## src/dual_valve_pulse_timer_controller_unit_assert.svh

```systemverilog
// assertion macros for the dual valve pulse timer controller
// simulation builds get concurrent assertions, synthesis builds get nothing
`ifndef DUAL_VALVE_PULSE_TIMER_CONTROLLER_UNIT_ASSERT_SVH
`define DUAL_VALVE_PULSE_TIMER_CONTROLLER_UNIT_ASSERT_SVH
`ifndef SYNTHESIS
// property must hold at every clock edge outside reset
`define DVPTC_ASSERT(label, clk, rst_n, prop, msg) \
    label: assert property (@(posedge clk) disable iff (!rst_n) prop) \
        else $error(msg);
// condition must never be seen outside reset
`define DVPTC_ASSERT_NEVER(label, clk, rst_n, cond, msg) \
    label: assert property (@(posedge clk) disable iff (!rst_n) !(cond)) \
        else $error(msg);
`else
`define DVPTC_ASSERT(label, clk, rst_n, prop, msg)
`define DVPTC_ASSERT_NEVER(label, clk, rst_n, cond, msg)
`endif
`endif

```

## src/dvptc_pkg.sv

```systemverilog
// shared types and constants for the dual valve pulse timer controller
// no dependencies
package dvptc_pkg;

    // operation code of one input transaction
    typedef enum logic {
        OP_TICK  = 1'b0,
        OP_EVENT = 1'b1
    } t_op;

    // configuration register indexes
    localparam int CFG_INDEX_W = 1;
    localparam logic [CFG_INDEX_W-1:0] CFG_TRIGGER_STYLE = 1'b0;
    localparam logic [CFG_INDEX_W-1:0] CFG_RUN_MODE      = 1'b1;

    // width of the duration field on the result port
    localparam int DURATION_OUT_W = 6;

    // duration after reset, in steps (one second)
    localparam int DUR_RESET = 10;

    typedef struct packed {
        t_op  op;
        logic dispense_held;
        logic pick_held;
        logic step_up;
        logic step_down;
    } t_event;

    typedef struct packed {
        logic trigger_style;
        logic run_mode;
    } t_cfg;

    typedef struct packed {
        logic dispense;
        logic pick;
        logic active;
    } t_valves;

endpackage

```

## src/dvptc_step.sv

```systemverilog
// next-state logic for one transaction of the dual valve pulse timer controller
// depends on dvptc_pkg
module dvptc_step import dvptc_pkg::*; #(
    parameter int TICKS_PER_STEP = 100,
    parameter int MAX_DURATION   = 63,
    parameter int MS_W           = 7,
    parameter int DUR_W          = 6
) (
    input  t_event           i_event,
    input  t_cfg             i_cfg,
    input  t_valves          i_valves,
    input  logic [MS_W-1:0]  i_ms,
    input  logic [DUR_W-1:0] i_elapsed,
    input  logic [DUR_W-1:0] i_duration,
    output t_valves          o_valves,
    output logic [MS_W-1:0]  o_ms,
    output logic [DUR_W-1:0] o_elapsed,
    output logic [DUR_W-1:0] o_duration
);

    localparam logic [MS_W-1:0]  MS_LAST = MS_W'(TICKS_PER_STEP - 1);
    localparam logic [DUR_W-1:0] DUR_MAX = DUR_W'(MAX_DURATION);
    localparam logic [DUR_W-1:0] DUR_ONE = DUR_W'(1);

    logic           timed;
    logic           pulse;
    logic           restart;
    logic [DUR_W:0] elapsed_inc;
    t_valves        v;

    assign timed       = i_cfg.run_mode;
    assign pulse       = i_cfg.trigger_style;
    assign elapsed_inc = {1'b0, i_elapsed} + (DUR_W + 1)'(1);

    always_comb begin
        v          = i_valves;
        o_ms       = i_ms;
        o_elapsed  = i_elapsed;
        o_duration = i_duration;
        restart    = 1'b0;

        case (i_event.op)
            OP_TICK: begin
                if (i_valves.active) begin
                    if (i_ms == MS_LAST) begin
                        o_ms = '0;
                        if (elapsed_inc < {1'b0, i_duration}) begin
                            o_elapsed = elapsed_inc[DUR_W-1:0];
                        end else begin
                            v = '0;
                        end
                    end else begin
                        o_ms = i_ms + MS_W'(1);
                    end
                end
            end
            OP_EVENT: begin
                // encoder in timed mode: increase tried first; decrease when no increase is asked or already at the top
                if (timed) begin
                    if (i_event.step_up && (i_duration < DUR_MAX)) begin
                        o_duration = i_duration + DUR_ONE;
                    end else if (i_event.step_down && (i_duration > DUR_ONE)) begin
                        o_duration = i_duration - DUR_ONE;
                    end
                end

                // dispense button first
                if (i_event.dispense_held) begin
                    if (timed) begin
                        v.dispense = 1'b1;
                        v.pick     = 1'b0;
                        restart    = 1'b1;
                    end else if (pulse && v.dispense) begin
                        v.dispense = 1'b0;
                    end else begin
                        v.dispense = 1'b1;
                        v.pick     = 1'b0;
                    end
                end else if (!pulse && !timed) begin
                    v.dispense = 1'b0;
                end

                // pick-place button second, so it wins a double press
                if (i_event.pick_held) begin
                    if (timed) begin
                        v.dispense = 1'b0;
                        v.pick     = 1'b1;
                        restart    = 1'b1;
                    end else if (pulse && v.pick) begin
                        v.pick = 1'b0;
                    end else begin
                        v.dispense = 1'b0;
                        v.pick     = 1'b1;
                    end
                end else if (!pulse && !timed) begin
                    v.pick = 1'b0;
                end

                if (restart) begin
                    v.active  = 1'b1;
                    o_ms      = '0;
                    o_elapsed = '0;
                end
            end
            default: begin
                v = i_valves;
            end
        endcase

        o_valves = v;
    end

endmodule

```

## src/dual_valve_pulse_timer_controller_unit.sv

```systemverilog
// top level of the dual valve pulse timer controller
// depends on dvptc_pkg, dvptc_step and the assertion macro header
//
// One transaction per clock while the result side does not stall: a transaction
// enters an input register, and the step logic updates the valve, countdown and
// duration registers in one pass and loads the result register at the same clock
// edge, from which the result is offered on the output. The recurrence through
// the state registers is what sets the rate. A waiting result does not block
// intake: the input register keeps taking transactions until both the input and
// result registers are full and the downstream side stalls.
// Each transaction is a 1 ms tick or a user event; in timed mode a button press
// opens its valve, closes the other one and restarts a countdown of
// TICKS_PER_STEP ticks per step that closes both valves after the set duration.
// Configuration writes are expected only while the block is idle.
`include "dual_valve_pulse_timer_controller_unit_assert.svh"

module dual_valve_pulse_timer_controller_unit import dvptc_pkg::*; #(
    parameter int TICKS_PER_STEP = 100,
    parameter int MAX_DURATION   = 63
) (
    input  logic                      i_clk,
    input  logic                      i_rst_n,
    // configuration write port
    input  logic                      i_cfg_we,
    input  logic [CFG_INDEX_W-1:0]    i_cfg_index,
    input  logic                      i_cfg_data,
    // input channel
    input  logic                      i_valid,
    output logic                      o_stall,
    input  logic                      i_operation,
    input  logic                      i_dispense_held,
    input  logic                      i_pick_held,
    input  logic                      i_step_up,
    input  logic                      i_step_down,
    // result channel
    output logic                      o_valid,
    input  logic                      i_stall,
    output logic                      o_dispense_open,
    output logic                      o_pick_open,
    output logic                      o_countdown_running,
    output logic [DURATION_OUT_W-1:0] o_duration_steps
);

    // duration register must also hold the reset value when the top is small
    localparam int DUR_TOP = (MAX_DURATION > DUR_RESET) ? MAX_DURATION : DUR_RESET;
    localparam int DUR_W   = $clog2(DUR_TOP + 1);
    localparam int MS_W    = (TICKS_PER_STEP > 1) ? $clog2(TICKS_PER_STEP) : 1;

    // configuration
    t_cfg r_cfg;

    // input register
    logic   r_in_valid;
    t_event r_in;

    // block state
    t_valves          r_valves;
    logic [MS_W-1:0]  r_ms;
    logic [DUR_W-1:0] r_elapsed;
    logic [DUR_W-1:0] r_duration;

    // next state from the step logic
    t_valves          n_valves;
    logic [MS_W-1:0]  n_ms;
    logic [DUR_W-1:0] n_elapsed;
    logic [DUR_W-1:0] n_duration;

    // result register
    logic                      r_out_valid;
    t_valves                   r_out_valves;
    logic [DURATION_OUT_W-1:0] r_out_duration;

    logic                            in_accept;
    logic                            advance;
    logic [DUR_W+DURATION_OUT_W-1:0] duration_ext;

    // step fires when a transaction waits and the result register is free or being emptied
    assign advance   = r_in_valid && (!r_out_valid || !i_stall);
    assign o_stall   = r_in_valid && r_out_valid && i_stall;
    assign in_accept = i_valid && !o_stall;

    // result carries the low bits of the duration
    assign duration_ext = {{DURATION_OUT_W{1'b0}}, n_duration};

    always_ff @(posedge i_clk) begin
        if (!i_rst_n) begin
            r_cfg <= '0;
        end else if (i_cfg_we) begin
            if (i_cfg_index == CFG_TRIGGER_STYLE) begin
                r_cfg.trigger_style <= i_cfg_data;
            end
            if (i_cfg_index == CFG_RUN_MODE) begin
                r_cfg.run_mode <= i_cfg_data;
            end
        end
    end

    // input register
    always_ff @(posedge i_clk) begin
        if (!i_rst_n) begin
            r_in_valid <= 1'b0;
        end else if (in_accept) begin
            r_in_valid <= 1'b1;
        end else if (advance) begin
            r_in_valid <= 1'b0;
        end
    end

    always_ff @(posedge i_clk) begin
        if (in_accept) begin
            r_in.op            <= t_op'(i_operation);
            r_in.dispense_held <= i_dispense_held;
            r_in.pick_held     <= i_pick_held;
            r_in.step_up       <= i_step_up;
            r_in.step_down     <= i_step_down;
        end
    end

    dvptc_step #(
        .TICKS_PER_STEP (TICKS_PER_STEP),
        .MAX_DURATION   (MAX_DURATION),
        .MS_W           (MS_W),
        .DUR_W          (DUR_W)
    ) u_step (
        .i_event    (r_in),
        .i_cfg      (r_cfg),
        .i_valves   (r_valves),
        .i_ms       (r_ms),
        .i_elapsed  (r_elapsed),
        .i_duration (r_duration),
        .o_valves   (n_valves),
        .o_ms       (n_ms),
        .o_elapsed  (n_elapsed),
        .o_duration (n_duration)
    );

    // valve, countdown and duration state
    always_ff @(posedge i_clk) begin
        if (!i_rst_n) begin
            r_valves   <= '0;
            r_ms       <= '0;
            r_elapsed  <= '0;
            r_duration <= DUR_W'(DUR_RESET);
        end else if (advance) begin
            r_valves   <= n_valves;
            r_ms       <= n_ms;
            r_elapsed  <= n_elapsed;
            r_duration <= n_duration;
        end
    end

    // result register
    always_ff @(posedge i_clk) begin
        if (!i_rst_n) begin
            r_out_valid <= 1'b0;
        end else if (advance) begin
            r_out_valid <= 1'b1;
        end else if (!i_stall) begin
            r_out_valid <= 1'b0;
        end
    end

    always_ff @(posedge i_clk) begin
        if (advance) begin
            r_out_valves   <= n_valves;
            r_out_duration <= duration_ext[DURATION_OUT_W-1:0];
        end
    end

    assign o_valid             = r_out_valid;
    assign o_dispense_open     = r_out_valves.dispense;
    assign o_pick_open         = r_out_valves.pick;
    assign o_countdown_running = r_out_valves.active;
    assign o_duration_steps    = r_out_duration;

    // the two valves are never driven open together
    `DVPTC_ASSERT_NEVER(a_valves_exclusive, i_clk, i_rst_n, r_valves.dispense && r_valves.pick, "both valves open")
    // tick counter wraps before reaching a full step
    `DVPTC_ASSERT(a_ms_range, i_clk, i_rst_n, r_ms <= MS_W'(TICKS_PER_STEP - 1), "tick count out of range")
    // duration never leaves its legal span
    `DVPTC_ASSERT(a_duration_range, i_clk, i_rst_n, (r_duration >= DUR_W'(1)) && (r_duration <= DUR_W'(DUR_TOP)), "duration out of range")
    // a stalled result is held, not dropped
    `DVPTC_ASSERT(a_result_held, i_clk, i_rst_n, (r_out_valid && i_stall) |=> r_out_valid, "stalled result lost")

endmodule

```

## config.mk

```make
export PLATFORM = sky130hd
export DESIGN_NAME = dual_valve_pulse_timer_controller_unit
export DESIGN_NICKNAME = d
export VERILOG_FILES = /design/src/dvptc_pkg.sv /design/src/dvptc_step.sv /design/src/dual_valve_pulse_timer_controller_unit.sv
export VERILOG_INCLUDE_DIRS = /design/src /design/src/src
export SDC_FILE = /design/constraint.sdc
export NUM_CORES = 1
export LEC_CHECK = 0
export BUFFER_PORTS_ARGS = -buffer_cell sky130_fd_sc_hd__buf_2
export CAP_MARGIN = 0
export CELL_PAD_IN_SITES_DETAIL_PLACEMENT = 1
export CELL_PAD_IN_SITES_GLOBAL_PLACEMENT = 2
export CORE_MARGIN = 5
export CORE_UTILIZATION = 37
export DETAILED_ROUTE_END_ITERATION = 8
export PLACE_DENSITY = 0.82
export SLEW_MARGIN = 20
export SYNTH_ARGS = -nofsm -noshare
export SYNTH_HDL_FRONTEND = slang
export SYNTH_SLANG_ARGS = --single-unit
```

## constraint.sdc

```tcl
create_clock -name i_clk -period 2.8 [get_ports i_clk]
set_input_delay 0.28 -clock i_clk [delete_from_list [all_inputs] [get_ports i_clk]]
set_output_delay 0.28 -clock i_clk [all_outputs]
set_load 0.02 [all_outputs]
```

==> metrics.txt, run 1 <==
status complete, no violations; Final Setup Violations 0; max cap viols 0; DRT Wirelength 5.19 mm; slew margin rel. 64.0%; Post-route DRC 0; Crit Path Max Fanout 5; highest-count cells in the layout ignoring fill and taps dfxtp_1, buf_2, nor2_1, nand2_1; Area Growth Syn to Fin 11.1%; Top Ports 23; CTS sink count 40; CTS resizes 0; R2R setup slack 0.37 ns; Pwr Density 468 nW/um^2; NumNets Final 277; per-cell routed wire length 15.7 microns; worst-case clock buffer depth 2; final hold vios 0; most used flip-flop cell after synthesis dfxtp_1; Non-Filler Instances 331; HPWL after DPL 3.82 mm; clk root buf clkbuf_8; Overall Power 1.17 mW; Startpoint Class register; CP Data Required Time 2.83 ns; Pleak 0.929 nW; RD Place Congestion 0.795; Pins Over Slew Limit 0; Setup TNS Final 0 ns; Setup crit end o_dispense_open$_DFFE_PP_; Port Buffers 22; CP startpoint r_elapsed[0]$_SDFFE_PN0P_; reg-to-reg endpoint o_dispense_open$_DFFE_PP_; first-pass GRT wire length 8.82 mm; H-tree Lvls 2; RSZ-0062 raised after global routing false; P_int 0.903 mW; vias in the first global route 1,777; fmax 0.412 GHz; CP Class register to register; Core Area 5920 sq um; Sequential Power Share 53.8%; CTS clk-pin slew, worst paths 0.08 ns; FF+latch count, synth 40; Max VDD drop 0.000271 V; Tcrit/Tclk final 86.7%; dpl cells 323; Starting Density 38.0%; gr ovfl total 0; CTS Hold Buffers Added 0; Reg2Reg Depth 9; layout cells sized above 1 17.6%; most common cell after layout, fill and taps aside dfxtp_1; Mapped Cells 233; number of routed nets with antenna violations 0; via count 1,788; Syn Area/Cell 9.66 sq um; CTS Buf Count 5; Net Sw Power 0.268 mW; post-synth net total 255; synthesized area 2250 sq um; synth unique cells 54; reg2reg start r_elapsed[0]$_SDFFE_PN0P_; Die Wd 88.0 microns; Switching Fraction 22.9%; ANT cells 0; Syn. warnings 0; Worst Clk Skew 0.00710 ns; Chip Height 88.0 microns; Crit. End Element register; Die ar. 7740 sq um; post-DR vias/cell 5.40; initial drt markers 65; EDFF count, synth 14; post-CTS setup buffer count 0; site row count 28; register area share after synthesis 41.8%; CTS tree built; minimum clock period 2.43 ns; First-pass DRT Iterations 4; Hold/Removal Path Class input port to register; Clk Latency, worst-skew pair 0.29 ns; slew at the pin with the worst max-slew slack 0.540 ns; Comb pwr share 5.9%; worst path arrival time 2.46 ns; Post-synth ARST share 0%; Tot GR Track Use 14.7%; clock power share 40.4%; initial antenna violation count 0; largest net degree at the start of global routing 14
-- per-stage QoR --
stage / utilization, % / worst slack [ns] / instance area [sq um] / hold slack [ns]
4_1_cts: 42.2 / 0.391 / 2500 / 0.149
5_1_grt: 42.2 / 0.167 / 2500 / 0.139
3_3_place_gp: 40.4 / 0.485 / 2390 / 0.457
3_5_place_dp: 40.4 / 0.409 / 2390 / 0.458
6_report: 42.2 / 0.372 / 2500 / 0.156
2_1_floorplan: - / 0.647 / 2250 / 0.379
-- worst max-delay path, stage by stage, from the launching register on --
cell and delay (ns):
dfxtp_1 0.39, ha_1 0.22, nand3_1 0.19, xnor2_1 0.18, ha_1 0.30, a21oi_1 0.07, o221a_2 0.30, o21ai_0 0.11
and3_1 0.29, o21ai_0 0.11
-- sequential cells by signal, indices dropped and copies added (netlist names) --
register,flops
r_in,5
r_in_valid,1
r_valves,3
o_pick_open,1
r_cfg,2
r_duration,6
o_countdown_running,1
o_valid,1
r_ms,7
o_duration_steps,6
r_elapsed,6
o_dispense_open,1
-- worst min path at each step --
stage                                from                end  slack, ns  depth (start not counted)
after floorplan               i_step_down  r_in[0]$_DFFE_PP_       0.38                          0
after global placement          i_step_up  r_in[1]$_DFFE_PP_       0.46                          1
after detailed placement  i_dispense_held  r_in[3]$_DFFE_PP_       0.46                          1
after CTS                 i_dispense_held  r_in[3]$_DFFE_PP_       0.15                          1
after global routing      i_dispense_held  r_in[3]$_DFFE_PP_       0.14                          1
final                     i_dispense_held  r_in[3]$_DFFE_PP_       0.16                          1
-- metal layers --
| layer | GRT usage (%) | part of all wire (%) | wire length, microns |
|---|---|---|---|
| met5 | 0 | 0 | 0 |
| met4 | 5.02 | 1.6 | 85 |
| met3 | 2.92 | 3.5 | 181 |
| met2 | 23.5 | 46 | 2380 |
| met1 | 19.9 | 49 | 2550 |
-- Yosys cell counts (all sizes together), types with 3 or more instances --
cell type | n | area share (%)
dfxtp | 26 | 23
a31oi | 3 | 1.4
edfxtp | 14 | 19
o21ai | 17 | 4.1
and3 | 7 | 1.9
inv | 12 | 2.0
o21a | 4 | 1.3
xor2 | 5 | 1.9
nand2b | 5 | 1.4
o21bai | 3 | 1.2
nand4 | 3 | 0.83
a21oi | 13 | 3.1
nor2 | 19 | 3.2
nand3 | 14 | 3.1
nor2b | 3 | 0.83
or3 | 5 | 1.6
o31ai | 5 | 1.7
xnor2 | 11 | 4.3
ha | 10 | 5.6
buf | 6 | 2.5
nor3 | 4 | 1.1
nand2 | 16 | 2.7
-- logic make-up after synthesis --
group | Yosys count | synth area share, %
AOI/OAI and AO/OA | 60 | 20.1
muxes | 1 | 0.445
and+or+nand+nor | 86 | 20.8
buffers and inverters | 20 | 5.11
xor gates and xnor gates | 16 | 6.23
adders and majority gates | 10 | 5.56
DFF | 40 | 41.8
-- final cells by class --
cell class / instances / area, sq um
Clock buffer: 6 / 72.6
Clock inverter: 2 / 35.0
Fill cell: 704 / 3420
Inverter: 12 / 45.0
Multi-Input combinational cell: 173 / 1190
Sequential cell: 40 / 941
Tap cell: 75 / 93.8
Timing Repair Buffer: 23 / 118
-- power groups by stage --
stage	registers (mW)	logic (mW)	clock network (mW)
after floorplan	0.644	0.0420	0
after detailed placement	0.643	0.0696	0
after CTS	0.629	0.0696	0.483
final	0.630	0.0688	0.473
after global routing	0.632	0.0767	0.515
after global placement	0.642	0.0683	0
Note: power is estimated with default switching activity, not from simulation.
==> run 2: changes to the inputs <==
==> constraint.sdc (replaced) <==
create_clock -name i_clk -period 2.8 [get_ports i_clk]
set_input_delay 0.14 -clock i_clk [delete_from_list [all_inputs] [get_ports i_clk]]
set_output_delay 0.14 -clock i_clk [all_outputs]
set_load 0.02 [all_outputs]
==> metrics.txt, run 2 (synthesis gave the netlist of run 1 again) <==
largest net degree at the start of global routing 14 (unchanged); CTS tree built; Die ar. 7740 sq um (unchanged); minimum clock period 2.43 ns (+0.000102 ns); CTS clk-pin slew, worst paths 0.08 ns (about the same); slew margin rel. 64.0% (about the same); pre-CTS WS 0.409 ns (unchanged); CP Class register to register; post-CTS setup buffer count 0 (unchanged); Port Buffers 22 (unchanged); CTS Buf Count 5 (unchanged); slew at the pin with the worst max-slew slack 0.539 ns (-0.000476 ns); final hold vios 0 (unchanged); layout cells sized above 1 17.5% (-0.068 points); H-tree Lvls 2 (unchanged); CTS sink count 40 (unchanged); Starting Density 38.0% (unchanged); max incr delay on CP 0.39 ns (about the same); CP Data Required Time 2.83 ns (about the same); post-DR vias/cell 5.40 (about the same); Max VDD drop 0.000271 V (-0.15%); HPWL after DPL 3.82 mm (unchanged); Clk Latency, worst-skew pair 0.29 ns (about the same); Crit Path Max Fanout 5 (unchanged); site row count 28 (unchanged); ANT cells 0 (unchanged); Die Wd 88.0 microns (unchanged); fillers 706 (+0.28%); Pleak 0.933 nW (+0.45%); RD Place Congestion 0.795 (unchanged); clk root buf clkbuf_8; hold_ws 0.0195 ns (-0.136 ns); Tot GR Track Use 14.7% (unchanged); critical path, cell by cell ha_1 -> nand3_1 -> xnor2_1 -> ha_1 -> a21oi_1 -> o221a_2 -> o21ai_0 -> and3_1 -> o21ai_0; first-pass GRT wire length 8.82 mm (unchanged); number of routed nets with antenna violations 0 (unchanged); Setup TNS Final 0 ns (unchanged); Startpoint Class register; NumNets Final 278 (+0.36%); vias in the first global route 1,777 (unchanged); initial antenna violation count 0 (unchanged); Setup WS post-layout 0.372 ns (-0.000102 ns); CTS Hold Buffers Added 0 (unchanged); initial drt markers 69 (+6.2%); Tcrit/Tclk final 86.7% (about the same); Hold/Removal Path Class input port to register; First-pass DRT Iterations 4 (unchanged); Largest register FFs 7 (unchanged); via count 1,792 (+0.22%); Pwr Density 467 nW/um^2 (-0.30%); per-cell routed wire length 15.6 microns (-0.44%); Final Setup Violations 0 (unchanged); max cap viols 0 (unchanged); most common cell after layout, fill and taps aside dfxtp_1; Post-route DRC 0 (unchanged); Crit. End Element register; CTS resizes 0 (unchanged); DRT Wirelength 5.19 mm (-0.13%); RSZ-0062 raised after global routing false; fmax 0.412 GHz (about the same); Top reg by flops r_ms; Area Growth Syn to Fin 11.5%; status complete, no violations; Slowest-stage cell, CP dfxtp_1; Chip Height 88.0 microns (unchanged); Top Ports 23 (unchanged); Core Area 5920 sq um (unchanged); highest-count cells in the layout ignoring fill and taps dfxtp_1, buf_2, nor2_1, nand2_1; Pins Over Slew Limit 0 (unchanged); gr ovfl total 0 (unchanged); Worst Clk Skew 0.00699 ns (-0.000108 ns); worst-case clock buffer depth 2 (unchanged); worst path arrival time 2.46 ns (about the same)
run 2: cell types whose count changed in the layout (fill, tap and decap cells not counted), sizes merged:
cell | before | now
dlygate4sd3 | 0 | 1
run 2: critical path, delay by kind of cell (launching register included):
| family | cells | cell delay [ns] |
|---|---|---|
| compound gates | 4 | 0.59 |
| simple gates | 2 | 0.48 |
| flops | 1 | 0.39 |
| fa+ha+maj | 2 | 0.52 |
| xor+xnor | 1 | 0.18 |
run 2: path summary, 6_finish.rpt:
kind / from / to / slack, ns / depth (start not counted)
setup / recovery: r_elapsed[0]$_SDFFE_PN0P_ / o_dispense_open$_DFFE_PP_ / 0.37 / 9
hold / removal: i_step_up / r_in[1]$_DFFE_PP_ / 0.02 / 1
setup reg to reg: r_elapsed[0]$_SDFFE_PN0P_ / o_dispense_open$_DFFE_PP_ / 0.37 / 9
hold reg to reg: r_elapsed[1]$_SDFFE_PN0P_ / r_elapsed[1]$_SDFFE_PN0P_ / 0.50 / 2
run 2: layout make-up:
| cell class | count | area, sq um | area share (%) |
|---|---|---|---|
| Clock buffer | 6 | 72.6 | 2.89 |
| Clock inverter | 2 | 35.0 | 1.40 |
| Inverter | 12 | 45.0 | 1.79 |
| Multi-Input combinational cell | 173 | 1190 | 47.6 |
| Sequential cell | 40 | 941 | 37.5 |
| Tap cell | 75 | 93.8 | 3.74 |
| Timing Repair Buffer | 24 | 128 | 5.08 |
run 2: per-stage QoR:
| step | util, % | cell area [sq um] | power, mW | instances |
|---|---|---|---|---|
| floorplan | - | 2250 | 0.686 | 233 |
| global placement | 40.4 | 2390 | 0.711 | 323 |
| detailed placement | 40.4 | 2390 | 0.712 | 323 |
| CTS | 42.2 | 2500 | 1.18 | 331 |
| global route | 42.4 | 2510 | 1.22 | 332 |
| finish | 42.4 | 2510 | 1.17 | 332 |
run 2: routing by layer:
layer  vias up  track usage (%)  part of all wire (%)  wire length [microns]
met2        27             23.5                    46                   2370
met3         8             2.92                   3.1                    163
met5         -                0                     0                      0
met4         0             5.02                   1.6                     85
li1        900                -                     -                      -
met1       857             19.9                    49                   2570
run 2: power breakdown:
group / switching [mW] / total (mW) / internal (mW)
Sequential: 0.0147 / 0.630 / 0.615
Combinational: 0.0453 / 0.0698 / 0.0245
Clock: 0.208 / 0.473 / 0.265
Total: 0.268 / 1.17 / 0.904
